**config.mk**
```make
export PLATFORM = sky130hd
export DESIGN_NAME = trmq_front
export DESIGN_NICKNAME = d
export VERILOG_FILES = /design/src/rtl/trmq_pkg.sv /design/src/rtl/trmq_front.sv
export SDC_FILE = /design/constraint.sdc
export NUM_CORES = 1
export LEC_CHECK = 0
export ABC_AREA = 0
export BUFFER_PORTS_ARGS = -buffer_cell sky130_fd_sc_hd__buf_2
export CAP_MARGIN = 20
export CELL_PAD_IN_SITES_DETAIL_PLACEMENT = 0
export CELL_PAD_IN_SITES_GLOBAL_PLACEMENT = 1
export CORE_MARGIN = 2
export CORE_UTILIZATION = 25
export DETAILED_ROUTE_END_ITERATION = 10
export PLACE_DENSITY_LB_ADDON = 0.12
export SLEW_MARGIN = 15
export SYNTH_ARGS = -nofsm -noshare
export SYNTH_HDL_FRONTEND = slang
export SYNTH_SLANG_ARGS = --single-unit
```
**constraint.sdc**
```tcl
create_clock -name aclk -period 4.35 [get_ports aclk]
set_input_delay 0.87 -clock aclk [delete_from_list [all_inputs] [get_ports aclk]]
set_output_delay 0.87 -clock aclk [all_outputs]
set_load 0.005 [all_outputs]
```
**src/rtl/trmq_pkg.sv**
```systemverilog
// Shared types, codes and helper functions of the timed release message queue.
package trmq_pkg;

    // Action codes of an input word.
    localparam logic ACT_PUSH = 1'b0;
    localparam logic ACT_TICK = 1'b1;

    // Status codes of a result word.
    localparam logic STATUS_RELEASED = 1'b0;
    localparam logic STATUS_DROPPED  = 1'b1;

    typedef struct packed {
        logic        action;
        logic [31:0] msg_word;
        logic [2:0]  msg_length;
        logic [62:0] time_ns;
    } in_item_t;

    typedef struct packed {
        logic [31:0] packet;
        logic        status;
    } out_item_t;

    // Classified command passed from the front end to the heap engine.
    typedef struct packed {
        logic        is_tick;
        logic [31:0] word;
        logic [62:0] time_ns;
    } cmd_t;

    // One stored heap entry.
    typedef struct packed {
        logic [62:0] time_ns;
        logic [31:0] packet;
        logic [31:0] tag;
    } entry_t;

    typedef enum logic [3:0] {
        ST_IDLE,
        ST_UP_CHK,
        ST_UP_CMP,
        ST_POP_ROOT,
        ST_POP_LAST,
        ST_DN_LEFT,
        ST_DN_LCMP,
        ST_DN_RCMP,
        ST_DN_MOVE
    } heap_state_t;

    // Keeps the valid bytes of a word, least significant first.
    function automatic logic [31:0] pack_word(input logic [31:0] word,
                                              input logic [2:0] len);
        logic [31:0] mask;
        case (len)
            3'd0:    mask = 32'h0000_0000;
            3'd1:    mask = 32'h0000_00FF;
            3'd2:    mask = 32'h0000_FFFF;
            3'd3:    mask = 32'h00FF_FFFF;
            default: mask = 32'hFFFF_FFFF;
        endcase
        return word & mask;
    endfunction

    // True when entry a must leave before entry b; ties go to the older tag.
    function automatic logic leaves_first(input entry_t a, input entry_t b,
                                          input logic [31:0] counter);
        logic [31:0] age_a;
        logic [31:0] age_b;
        age_a = counter - a.tag;
        age_b = counter - b.tag;
        if (a.time_ns != b.time_ns) begin
            return a.time_ns < b.time_ns;
        end
        return age_a > age_b;
    endfunction

endpackage

```
**src/rtl/trmq_front.sv**
```systemverilog
// Front end: accepts input words, packs the message bytes and queues commands.
module trmq_front (
    input  logic              aclk,
    input  logic              aresetn,
    input  logic              s_valid,
    output logic              s_ready,
    input  trmq_pkg::in_item_t s_data,
    output logic              cmd_valid,
    input  logic              cmd_ready,
    output trmq_pkg::cmd_t    cmd_data
);
    import trmq_pkg::*;

    cmd_t       slot_reg [2];
    logic       wr_ptr_reg;
    logic       rd_ptr_reg;
    logic [1:0] count_reg;
    logic       push;
    logic       pop;
    cmd_t       new_cmd;

    // Classify and pack the incoming word.
    always_comb begin
        new_cmd.is_tick = (s_data.action == ACT_TICK);
        new_cmd.word    = pack_word(s_data.msg_word, s_data.msg_length);
        new_cmd.time_ns = s_data.time_ns;
    end

    assign s_ready   = (count_reg != 2'd2);
    assign cmd_valid = (count_reg != 2'd0);
    assign cmd_data  = slot_reg[rd_ptr_reg];
    assign push      = s_valid && s_ready;
    assign pop       = cmd_valid && cmd_ready;

    // Two-entry command queue between front and back.
    always_ff @(posedge aclk) begin
        if (push) begin
            slot_reg[wr_ptr_reg] <= new_cmd;
        end
        if (!aresetn) begin
            wr_ptr_reg <= 1'b0;
            rd_ptr_reg <= 1'b0;
            count_reg  <= 2'd0;
        end else begin
            if (push) begin
                wr_ptr_reg <= ~wr_ptr_reg;
            end
            if (pop) begin
                rd_ptr_reg <= ~rd_ptr_reg;
            end
            count_reg <= count_reg + {1'b0, push} - {1'b0, pop};
        end
    end

endmodule

```
==> results.json <==
{
  "core_mm2": 0.0298,
  "powerDensity_mw_per_mm2": 517,
  "period_share": 0.693,
  "ir_worst_vdd_v": 0.000179,
  "wl_um": 16500,
  "antenna_found_initial": 3,
  "startpoint_type": "flop",
  "ys_ff_latch": 197,
  "max_stage_delay_ns": 0.72,
  "largest_reg_flops": 192,
  "crit_buf_inv": 2,
  "vias_per_cell": 4.04,
  "cts_hold_buffers": 0,
  "reg2reg_slack_ns": 2.17,
  "critPathTopFamily": "flip-flops",
  "synth_edf_count": 192,
  "outcome": "complete, no violations",
  "fin_setup_tns_ns": 0,
  "dp_slack_ns": 1.71,
  "finClkSkew_ns": 0.0113,
  "drive_gt1_frac": 0.571,
  "drc": 0,
  "grt_overflow": 0,
  "rsz0062_at_grt": "false",
  "row_count": 63,
  "antenna_left": 0,
  "gp_congestion": 0.679,
  "synth-warning-count": 0,
  "syn-cell-area_mm2": 0.00762,
  "yosys-mux-area-fraction": 0.163,
  "fin_nets": 680,
  "fin_area_mm2": 0.00963,
  "firstDrtPassIters": 4,
  "synth_top_area_frac": 0.757,
  "wire_per_inst_um": 16.9,
  "totalPowerFinal_mw": 4.98,
  "async_flop_share": 0,
  "reg2reg_to": "slot_reg[1][64]",
  "initial_utilization": 0.256,
  "fmax_mhz": 332,
  "tritoncts": "yes",
  "synthTopCellsByArea": "edfxtp_1 76%, mux2_2 8.3%, mux2_4 7.9%, nor2b_1 2.0%, dfxtp_1 1.3%",
  "area.growth.synth_to_final_pct": 26.4,
  "slowest_stage": "dfxtp_4",
  "holdWs_ns": 0.593,
  "synth_top_family_by_area": "multiplexers",
  "pin_count": 201,
  "clk_root_buffer_cell": "clkbuf_16",
  "grt_start_max_net_pins": 53,
  "critPathCaptureType": "output port",
  "r2r_cells": 3,
  "avgSynthCellArea_um2": 20.9,
  "clock_sinks": 197,
  "required_ns": 3.48,
  "grt_usage": 0.105,
  "holdCritPathClass": "flop to flop",
  "drt-initial-drc-count": 132,
  "synth-simple-area-share": 0.0379,
  "dieArea_mm2": 0.0319,
  "vias": 3952,
  "max_slew_margin": 0.447,
  "cp_max_fo": 29,
  "grt_pass1_wl_um": 24300,
  "die_w_um": 179,
  "ys.flop_type": "edfxtp_1",
  "report.final.slew_viol_count": 0,
  "worstPathCellList": "buf_4, mux2_2, buf_2",
  "setup_ws_ns": 1.33,
  "synthCells": 364,
  "path_class": "flop to output port",
  "cts-resized-gates": 0,
  "dpl_cell_area_mm2": 0.00905,
  "synth_compound_area_frac": 0.00821,
  "synth_area_leader_cell": "edfxtp_1",
  "rr_startpoint": "count_reg[0]",
  "drv_cap": 0,
  "clk_pin_slew_worst_paths_ns": 0.07,
  "grt_pass1_vias": 4287,
  "yosys.area_share.adder": 0.00164,
  "post_cts_buffers": 0,
  "p_leak_nw": 3.60,
  "finalSetupViolations": 0,
  "finalHoldViolations": 0,
  "cts_buffers": 17,
  "h-tree-depth": 4,
  "layout_min_cycle_time_ns": 3.02,
  "min_path_cells": 2,
  "synth_xor_area_frac": 0.00115,
  "synth_cell_types": 29,
  "netlist_top_cells_count": "192 x edfxtp_1, 56 x mux2_2, 40 x mux2_4",
  "portBuffers": 200,
  "place_hpwl_um": 10900,
  "synth-seq-area-share": 0.770,
  "die_h_um": 179,
  "arrival_ns": 2.15,
  "clkLatencyLatePin_ns": 0.43,
  "synthMostInstantiatedCell": "edfxtp_1",
  "cts_max_path_buffers": 2,
  "syn_nets": 468,
  "worst_pin_slew_ns": 0.830,
  "hold_start": "rd_ptr_reg"
}
stage by stage:
step / instances / utilization
after floorplan: 364 / -
after global placement: 947 / 0.304
after detailed placement: 947 / 0.304
after CTS: 978 / 0.323
after global routing: 978 / 0.323
final: 979 / 0.323
worst max-delay path by stage:
stage                     end  slack [ns]  cells after the start
2_1_floorplan  slot_reg[1][0]        0.74                      1
3_3_place_gp     cmd_data[47]        1.72                      3
3_5_place_dp     cmd_data[47]        1.71                      3
4_1_cts          cmd_data[47]        1.24                      3
5_1_grt          cmd_data[45]        1.20                      3
6_report         cmd_data[41]        1.33                      3
power by group:
part	internal [mW]	total, mW	switching [mW]
Sequential	2.31	2.41	0.0945
Combinational	0.533	0.978	0.444
Clock	0.901	1.60	0.694
Total	3.75	4.98	1.23
layer usage:
layer | share of wire | up-vias | global-route usage
met5 | 0.00079 | - | 0
met4 | 0.011 | 2 | 0.0325
met3 | 0.076 | 16 | 0.0377
met2 | 0.49 | 131 | 0.174
met1 | 0.42 | 1970 | 0.126
li1 | - | 1833 | -
area by class of cell:
type	instances	area [um^2]
inverter	1	6.26
antenna	1	2.50
multi-input combinational	154	1620
clock inverter	13	155
fill	2961	20200
timing repair buffer	205	1060
clock buffer	18	429
sequential	197	5870
tap	390	488
placed cells by master (no fill, tap or decap), types with 2 or more instances in the layout:
| master | count |
|---|---|
| a21bo_2 | 2 |
| and2_1 | 11 |
| buf_12 | 2 |
| buf_2 | 200 |
| buf_4 | 3 |
| bufinv_16 | 3 |
| clkbuf_16 | 17 |
| clkinv_1 | 3 |
| clkinvlp_4 | 3 |
| dfxtp_1 | 4 |
| edfxtp_1 | 192 |
| inv_6 | 3 |
| mux2_2 | 56 |
| mux2_4 | 40 |
| nand2b_1 | 2 |
| nor2_1 | 3 |
| nor2b_1 | 24 |
| o21ai_0 | 2 |
tightest hold or removal path, cell delays in order (launching register included):
cell,delay [ns]
dfxtp_1,0.33
xnor2_1,0.08
and2_1,0.15
cells by family (layout without fill, tap and decap cells):
group,after synthesis,in the layout
compound gates,8,8
xor+xnor,1,1
fa+ha+maj,1,1
buf+inv,13,237
flops,197,197
mux,97,97
other cells,0,1
simple gates,47,47
Power figures use the tool's default switching activity.
